## src/sv/lru_recency_list_macros.svh

```systemverilog
// Assertion macros shared by the recency list modules.
// Each macro expects a clock named clk and an active-low reset named rst_n in scope.
`ifndef LRU_RECENCY_LIST_MACROS_SVH
`define LRU_RECENCY_LIST_MACROS_SVH

// The condition holds at every clock edge outside reset.
`define LRU_ASSERT_ALWAYS(label, cond, msg) \
    label: assert property (@(posedge clk) disable iff (!rst_n) (cond)) else $error(msg);

// The consequence holds in the cycle after the antecedent.
`define LRU_ASSERT_NEXT(label, ante, cons, msg) \
    label: assert property (@(posedge clk) disable iff (!rst_n) (ante) |=> (cons)) \
        else $error(msg);

`endif

```

## src/sv/lru_pkg.sv

```systemverilog
// Shared types and constants for the recency list block.
// No dependencies.
`timescale 1ns / 1ps

package lru_pkg;

    localparam int FRAME_W     = 4;
    localparam int COUNT_W     = 5;
    localparam int MAX_SLOTS   = 16;
    localparam int S_TDATA_W   = 8;
    localparam int M_TDATA_W   = 16;
    localparam int QUEUE_DEPTH = 2;

    typedef enum logic
    {
        OP_TOUCH  = 1'b0,
        OP_REMOVE = 1'b1
    } lru_op_t;

    typedef struct packed
    {
        lru_op_t              op;
        logic [FRAME_W-1:0]   id;
        logic                 in_range;
    } lru_cmd_t;

endpackage

```

## src/sv/lru_front.sv

```systemverilog
// Front end: takes input transactions and classifies them into list commands.
// Depends on lru_pkg.
`timescale 1ns / 1ps

module lru_front
#(
    parameter int NUM_FRAMES = 16
)
(
    input  logic                          s_tvalid,
    output logic                          s_tready,
    input  logic [lru_pkg::S_TDATA_W-1:0] s_tdata,   // action, frame_num
    output logic                          cmd_valid,
    input  logic                          cmd_ready,
    output lru_pkg::lru_cmd_t             cmd
);
    import lru_pkg::*;

    logic [FRAME_W-1:0] id;

    assign id            = s_tdata[FRAME_W:1];
    assign cmd.op        = s_tdata[0] ? OP_REMOVE : OP_TOUCH;
    assign cmd.id        = id;
    assign cmd.in_range  = (32'(id) < NUM_FRAMES);
    assign cmd_valid     = s_tvalid;
    assign s_tready      = cmd_ready;

endmodule

```

## src/sv/lru_cmd_fifo.sv

```systemverilog
// Short command queue between the front end and the list core.
// Depends on lru_pkg and lru_recency_list_macros.svh.
`timescale 1ns / 1ps
`include "lru_recency_list_macros.svh"

module lru_cmd_fifo
(
    input  logic              clk,
    input  logic              rst_n,
    input  logic              in_valid,
    output logic              in_ready,
    input  lru_pkg::lru_cmd_t in_cmd,
    output logic              out_valid,
    input  logic              out_ready,
    output lru_pkg::lru_cmd_t out_cmd
);
    import lru_pkg::*;

    localparam int PW = (QUEUE_DEPTH > 1) ? $clog2(QUEUE_DEPTH) : 1;
    localparam int CW = $clog2(QUEUE_DEPTH + 1);

    lru_cmd_t          entries_reg [QUEUE_DEPTH];
    logic [PW-1:0]     wr_ptr_reg;
    logic [PW-1:0]     wr_ptr_next;
    logic [PW-1:0]     rd_ptr_reg;
    logic [PW-1:0]     rd_ptr_next;
    logic [CW-1:0]     cnt_reg;
    logic [CW-1:0]     cnt_next;
    logic              push;
    logic              pop;

    assign in_ready  = (cnt_reg != CW'(QUEUE_DEPTH));
    assign out_valid = (cnt_reg != '0);
    assign push      = in_valid && in_ready;
    assign pop       = out_valid && out_ready;
    assign out_cmd   = entries_reg[rd_ptr_reg];

    always_comb
    begin
        wr_ptr_next = wr_ptr_reg;
        rd_ptr_next = rd_ptr_reg;
        cnt_next    = cnt_reg;
        if (push)
        begin
            wr_ptr_next = (wr_ptr_reg == PW'(QUEUE_DEPTH - 1)) ? '0 : wr_ptr_reg + 1'b1;
        end
        if (pop)
        begin
            rd_ptr_next = (rd_ptr_reg == PW'(QUEUE_DEPTH - 1)) ? '0 : rd_ptr_reg + 1'b1;
        end
        if (push && !pop)
        begin
            cnt_next = cnt_reg + 1'b1;
        end
        else if (pop && !push)
        begin
            cnt_next = cnt_reg - 1'b1;
        end
    end

    always_ff @(posedge clk or negedge rst_n)
    begin
        if (!rst_n)
        begin
            wr_ptr_reg <= '0;
            rd_ptr_reg <= '0;
            cnt_reg    <= '0;
        end
        else
        begin
            wr_ptr_reg <= wr_ptr_next;
            rd_ptr_reg <= rd_ptr_next;
            cnt_reg    <= cnt_next;
        end
    end

    always_ff @(posedge clk)
    begin
        if (push)
        begin
            entries_reg[wr_ptr_reg] <= in_cmd;
        end
    end

    `LRU_ASSERT_ALWAYS(a_fifo_bound, cnt_reg <= CW'(QUEUE_DEPTH), "queue count overflow")
    `LRU_ASSERT_NEXT(a_fifo_grow, push && !pop, cnt_reg == $past(cnt_reg) + 1'b1, "queue push lost")
    `LRU_ASSERT_NEXT(a_fifo_shrink, pop && !push, cnt_reg == $past(cnt_reg) - 1'b1, "queue pop lost")

endmodule

```

## src/sv/lru_list_core.sv

```systemverilog
// Back end: a row of compare-and-shift cells holding the recency order, plus
// the report stage and output register. Depends on lru_pkg and the macros header.
`timescale 1ns / 1ps
`include "lru_recency_list_macros.svh"

module lru_list_core
#(
    parameter int NUM_FRAMES = 16
)
(
    input  logic                          clk,
    input  logic                          rst_n,
    input  logic                          cmd_valid,
    output logic                          cmd_ready,
    input  lru_pkg::lru_cmd_t             cmd,
    output logic                          m_tvalid,
    input  logic                          m_tready,
    // was_present, head_frame, tail_frame, entry_count, list_empty
    output logic [lru_pkg::M_TDATA_W-1:0] m_tdata
);
    import lru_pkg::*;

    localparam int DEPTH = (NUM_FRAMES < MAX_SLOTS) ? NUM_FRAMES : MAX_SLOTS;
    localparam int IW    = $clog2(DEPTH);
    localparam int CW    = $clog2(DEPTH + 1);

    logic [FRAME_W-1:0]   slots_reg  [DEPTH];
    logic [FRAME_W-1:0]   slots_next [DEPTH];
    logic [CW-1:0]        count_reg;
    logic [CW-1:0]        count_next;
    logic                 rpt_valid_reg;
    logic                 rpt_present_reg;
    logic                 out_valid_reg;
    logic [M_TDATA_W-1:0] out_data_reg;
    logic [M_TDATA_W-1:0] out_data_next;

    logic [DEPTH-1:0]     match;
    logic [DEPTH-1:0]     at_or_after;
    logic [DEPTH-1:0]     at_or_before;
    logic                 hit;
    logic                 do_insert;
    logic                 st1_fire;
    logic                 rpt_move;
    logic [IW-1:0]        tail_idx;
    logic [FRAME_W-1:0]   head_frame;
    logic [FRAME_W-1:0]   tail_frame;
    logic                 list_empty;

    assign rpt_move  = rpt_valid_reg && (!out_valid_reg || m_tready);
    assign cmd_ready = !rpt_valid_reg || rpt_move;
    assign st1_fire  = cmd_valid && cmd_ready;
    assign m_tvalid  = out_valid_reg;
    assign m_tdata   = out_data_reg;

    always_comb
    begin
        for (int i = 0; i < DEPTH; i++)
        begin
            match[i] = (CW'(i) < count_reg) && (slots_reg[i] == cmd.id);
        end
        for (int i = 0; i < DEPTH; i++)
        begin
            at_or_after[i]  = |(match >> i);
            at_or_before[i] = |(match << (DEPTH - 1 - i));
        end
    end

    assign hit       = |match;
    assign do_insert = (cmd.op == OP_TOUCH) && !hit && cmd.in_range
                       && (count_reg < CW'(DEPTH));

    always_comb
    begin
        slots_next = slots_reg;
        count_next = count_reg;
        unique case (cmd.op)
            OP_TOUCH:
            begin
                if (hit || do_insert)
                begin
                    slots_next[0] = cmd.id;
                    for (int i = 1; i < DEPTH; i++)
                    begin
                        if (!hit || at_or_after[i])
                        begin
                            slots_next[i] = slots_reg[i-1];
                        end
                    end
                end
                if (do_insert)
                begin
                    count_next = count_reg + 1'b1;
                end
            end
            OP_REMOVE:
            begin
                if (hit)
                begin
                    for (int i = 0; i < DEPTH - 1; i++)
                    begin
                        if (at_or_before[i])
                        begin
                            slots_next[i] = slots_reg[i+1];
                        end
                    end
                    count_next = count_reg - 1'b1;
                end
            end
            default:
            begin
                count_next = count_reg;
            end
        endcase
    end

    assign tail_idx   = IW'(count_reg - 1'b1);
    assign list_empty = (count_reg == '0);
    assign head_frame = list_empty ? '0 : slots_reg[0];
    assign tail_frame = list_empty ? '0 : slots_reg[tail_idx];
    assign out_data_next = {1'b0, list_empty, COUNT_W'(count_reg), tail_frame, head_frame,
                            rpt_present_reg};

    always_ff @(posedge clk or negedge rst_n)
    begin
        if (!rst_n)
        begin
            count_reg     <= '0;
            rpt_valid_reg <= 1'b0;
            out_valid_reg <= 1'b0;
        end
        else
        begin
            if (st1_fire)
            begin
                count_reg <= count_next;
            end
            if (st1_fire)
            begin
                rpt_valid_reg <= 1'b1;
            end
            else if (rpt_move)
            begin
                rpt_valid_reg <= 1'b0;
            end
            if (rpt_move)
            begin
                out_valid_reg <= 1'b1;
            end
            else if (m_tready)
            begin
                out_valid_reg <= 1'b0;
            end
        end
    end

    always_ff @(posedge clk)
    begin
        if (st1_fire)
        begin
            slots_reg       <= slots_next;
            rpt_present_reg <= hit;
        end
        if (rpt_move)
        begin
            out_data_reg <= out_data_next;
        end
    end

    `LRU_ASSERT_ALWAYS(a_count_bound, count_reg <= CW'(DEPTH), "entry count above capacity")
    `LRU_ASSERT_ALWAYS(a_no_duplicate, !cmd_valid || ($countones(match) <= 1), "frame listed more than once")
    `LRU_ASSERT_NEXT(a_remove_shrinks, st1_fire && (cmd.op == OP_REMOVE) && hit,
                     count_reg == $past(count_reg) - 1'b1, "remove did not shrink list")

endmodule

```

## src/sv/lru_recency_list.sv

```systemverilog
// Top level of the recency list: front end, command queue and list core.
// Depends on lru_pkg, lru_front, lru_cmd_fifo and lru_list_core.
`timescale 1ns / 1ps

// Keeps frames in recency order, most recently used at the head. A touch moves a listed
// frame to the head or inserts an unlisted one; a remove takes a listed frame out. Each
// input transaction gives one output transaction with the presence flag, head, tail,
// count and empty flag after the action. Capacity is the smaller of NUM_FRAMES and 16;
// touches of new frames with an id at or above NUM_FRAMES, or while the list is full, and
// removes of absent frames leave the list unchanged. An accepted transaction passes the
// command queue, the cell row with the report register and the output register, which
// offers its result; back-pressure can hold it at each step. The cell row compares and
// shifts all slots combinationally, so the block sustains one transaction per cycle when
// m_tready holds; a two-entry command queue lets input and output stall independently.
module lru_recency_list
#(
    parameter int NUM_FRAMES = 16
)
(
    input  logic                          clk,
    input  logic                          rst_n,
    input  logic                          s_tvalid,
    output logic                          s_tready,
    input  logic [lru_pkg::S_TDATA_W-1:0] s_tdata,   // action, frame_num
    output logic                          m_tvalid,
    input  logic                          m_tready,
    // was_present, head_frame, tail_frame, entry_count, list_empty
    output logic [lru_pkg::M_TDATA_W-1:0] m_tdata
);
    import lru_pkg::*;

    lru_cmd_t front_cmd;
    lru_cmd_t queue_cmd;
    logic     front_valid;
    logic     front_ready;
    logic     queue_valid;
    logic     queue_ready;

    lru_front
    #(
        .NUM_FRAMES (NUM_FRAMES)
    )
    u_front
    (
        .s_tvalid  (s_tvalid),
        .s_tready  (s_tready),
        .s_tdata   (s_tdata),
        .cmd_valid (front_valid),
        .cmd_ready (front_ready),
        .cmd       (front_cmd)
    );

    lru_cmd_fifo u_queue
    (
        .clk       (clk),
        .rst_n     (rst_n),
        .in_valid  (front_valid),
        .in_ready  (front_ready),
        .in_cmd    (front_cmd),
        .out_valid (queue_valid),
        .out_ready (queue_ready),
        .out_cmd   (queue_cmd)
    );

    lru_list_core
    #(
        .NUM_FRAMES (NUM_FRAMES)
    )
    u_core
    (
        .clk       (clk),
        .rst_n     (rst_n),
        .cmd_valid (queue_valid),
        .cmd_ready (queue_ready),
        .cmd       (queue_cmd),
        .m_tvalid  (m_tvalid),
        .m_tready  (m_tready),
        .m_tdata   (m_tdata)
    );

endmodule

```

## config.mk

```make
export PLATFORM = sky130hd
export DESIGN_NAME = lru_recency_list
export DESIGN_NICKNAME = d
export VERILOG_FILES = /design/src/sv/lru_pkg.sv /design/src/sv/lru_front.sv /design/src/sv/lru_cmd_fifo.sv /design/src/sv/lru_list_core.sv /design/src/sv/lru_recency_list.sv
export VERILOG_INCLUDE_DIRS = /design/src /design/src/sv
export SDC_FILE = /design/constraint.sdc
export NUM_CORES = 1
export LEC_CHECK = 0
export BUFFER_PORTS_ARGS = -buffer_cell sky130_fd_sc_hd__clkbuf_2
export CAP_MARGIN = 10
export CORE_MARGIN = 5
export CORE_UTILIZATION = 40
export CTS_BUF_LIST = sky130_fd_sc_hd__clkbuf_2 sky130_fd_sc_hd__clkbuf_4 sky130_fd_sc_hd__clkbuf_8
export DETAILED_ROUTE_END_ITERATION = 6
export PLACE_DENSITY = 0.66
export SETUP_SLACK_MARGIN = 0.02
export SYNTH_ARGS = -nofsm -noshare
export SYNTH_HDL_FRONTEND = slang
export SYNTH_SLANG_ARGS = --single-unit
```

## constraint.sdc

```tcl
create_clock -name clk -period 4.67 [get_ports clk]
set_input_delay 0.2335 -clock clk [delete_from_list [all_inputs] [get_ports clk]]
set_output_delay 0.2335 -clock clk [all_outputs]
set_load 0.05 [all_outputs]
```

==> results by group <==
Yosys
  • Sequential fraction of the synthesis area: 49.5%
  • Ys Warns: 0
  • Mapped Nets: 494
  • Cell taking the most area after synthesis: edfxtp_1
  • Post-Syn Area: 0.00602 mm^2
  • Register bit total from synthesis: 101
  • Top post-synthesis cells by area: edfxtp_1, a22o_1, xor2_1
  • Cells after Synth: 477
  • Mean area per synthesized cell: 12.6 um^2
  • Synth top area share: 44.9%
  • Post-synth cell types: 60

Route
  • Final wirelength: 14.0 mm
  • Antenna Nets Post-Route: 0
  • Routed via count: 4082
  • DR DRC count: 0
  • First-pass DRT Iterations: 5
  • Vias/cell: 6.02
  • Avg WL per Cell: 20.7 um
  • First DRT Iteration DRCs: 391

CTS
  • Clock sink count: 101
  • Max clock buf depth: 2
  • Root Buffer: clkbuf_8
  • Post-CTS Setup Bufs: 0
  • Skew-Pair Late Insertion Delay: 0.38 ns
  • CTS tree: done
  • H-tree depth: 3
  • Inserted Clock Buffers: 9
  • CTS clk-pin slew, worst paths: 0.09 ns

Global routing
  • Largest net degree at the start of global routing: 46
  • Total GRT Usage: 16.0%
  • Vias in the first global route: 4157
  • Antenna violations before repair: 0
  • First-pass GRT wire length: 22.4 mm
  • Total grt overflow: 0

Setup path
  • CP peak stage delay: 0.83 ns
  • Crit-path max FO: 17
  • Worst EP required: 4.68 ns
  • R2R depth: 9
  • Worst endpoint data arrival time: 4.04 ns
  • Setup crit end kind: register
  • Critical path's slowest cell: mux2i_4
  • Nature of the critical path startpoint: register
  • CP Class: register to register
  • Critical-path cell list: mux2i_4 > xnor2_1 > nor3_2 > o311ai_1 > nand4_2 > nor4_4 > and2_4 > nor2_1 > a221oi_1

Floorplan
  • # rows: 44
  • Core area: 0.0146 mm^2
  • Num ports: 30
  • Die Wd: 133 um
  • DIE HEIGHT: 133 um
  • Initial Utilization: 41.1%
  • Die area: 0.0176 mm^2

STA
  • Count of pins over their slew limit: 0
  • Final setup vio count: 0
  • Setup TNS: 0 ns
  • RSZ-0062 raised after global routing: false
  • Period utilization: 86.2%
  • Worst Tran Pin Value: 1.05 ns
  • F_max: 248 MHz
  • Final number of hold-violating endpoints: 0
  • Clock Skews: 0.0158 ns
  • Relative slew margins: 29.3%
  • Clock period minus worst slack: 4.03 ns

Flow run
  • Max-cap viol count: 0

Finish
  • Fin util: 44.1%
  • Fraction of layout cells with a size suffix above 1: 17.8%
  • Commonest non-fill, non-tap cells in the layout: edfxtp_1, a22o_1, xor2_1
  • Post-route insts no fill: 678
  • Antenna Cells: 0
  • Area grow syn2layout: 7.30%
  • Fin nets: 506
  • Commonest non-fill, non-tap cell in the layout: edfxtp_1
  • Fin area: 0.00645 mm^2
  • Max reg flops: 64

Place
  • Dpl cell area: 0.00620 mm^2
  • Port-buffer cells: 25
  • Placed Instances: 661
  • Final GP Congestion: 0.863
  • Hpwl dp: 9.90 mm

Outcome
  • Status: finished clean

Worst hold path
  • HP Class: input port to register
  • Hold depth: 1
## final timing paths
check | startpoint | slack (ns) | endpoint
max in group asynchronous | rst_n | 4.20 | u_core.count_reg[0]
setup reg to reg | u_queue.rd_ptr_reg | 0.64 | u_core.slots_reg[26]
hold reg to reg | u_core.rpt_present_reg | 0.43 | u_core.m_tdata[0]
hold / removal | s_tdata[2] | 0.04 | u_queue.entries_reg[0][1]
min in group asynchronous | rst_n | 0.26 | u_core.rpt_valid_reg
setup / recovery | u_queue.rd_ptr_reg | 0.64 | u_core.slots_reg[26]
## stage by stage
stage               worst slack (ns)  hold WS, ns
floorplan                       1.30      -0.0621
global placement               0.747        0.118
detailed placement             0.603        0.123
CTS                            0.601       0.0355
global route                   0.397       0.0346
finish                         0.642       0.0446
## layer usage
layer	GRT usage (%)	vias to the layer above	routed length, um
li1	-	1855	-
met5	0	-	0
met3	3.00	12	745
met4	5.20	0	146
met1	21.8	2088	6420
met2	26.0	127	6740
## logic make-up after synthesis
family / after synthesis / synth area share [%]
muxes: 28 / 8.69
AOI/OAI and AO/OA: 118 / 15.3
buffers and inverters: 41 / 4.41
adders and majority gates: 5 / 1.04
DFF: 101 / 49.5
and+or+nand+nor: 113 / 10.8
other: 1 / 0.0623
xor gates and xnor gates: 70 / 10.2
## repair_timing
action / 4_1_cts / 5_1_grt
resized for setup: 0 / 0
hold endpoints to repair: 11 / 0
hold buffers: 1 / 0
## synth_stat cells (all sizes together)
master	count
a311o	1
edfxtp	90
a21oi	19
a311oi	1
ha	5
mux2	1
mux2i	11
a31o	1
a211oi	15
or3	3
clkbuf	13
nand2	18
o2bb2ai	2
nor4	3
nand4	13
and3	7
nand2b	3
a21o	2
a221oi	1
and2	8
o311ai	1
o21a	1
nand3	15
o31ai	1
o22ai	2
dfrtp	11
nor3b	1
nor2b	7
a22o	56
xor2	45
mux4	16
o211a	1
inv	8
nor2	17
or2	2
o21ai	12
conb	1
buf	20
xnor2	25
nor3	16
o31a	1
a22oi	1
## worst max-delay path: cells and delay by family, from the launching register on
kind / cells / cell delay (ns)
flops: 1 / 0.68
mux: 1 / 0.83
xor+xnor: 1 / 0.21
simple gates: 5 / 1.03
compound gates: 2 / 0.88
## layout make-up
type	count	area, um^2
fill	1330	8190
clock buffer	10	138
multi-input combinational	335	2770
inverter	8	32.5
sequential	101	2980
clock inverter	6	109
timing repair buffer	34	195
tap	184	230
Power is left out: the tool's default activity adds up to more than one toggle a clock period on the data nets, which glitch-free logic cannot reach.
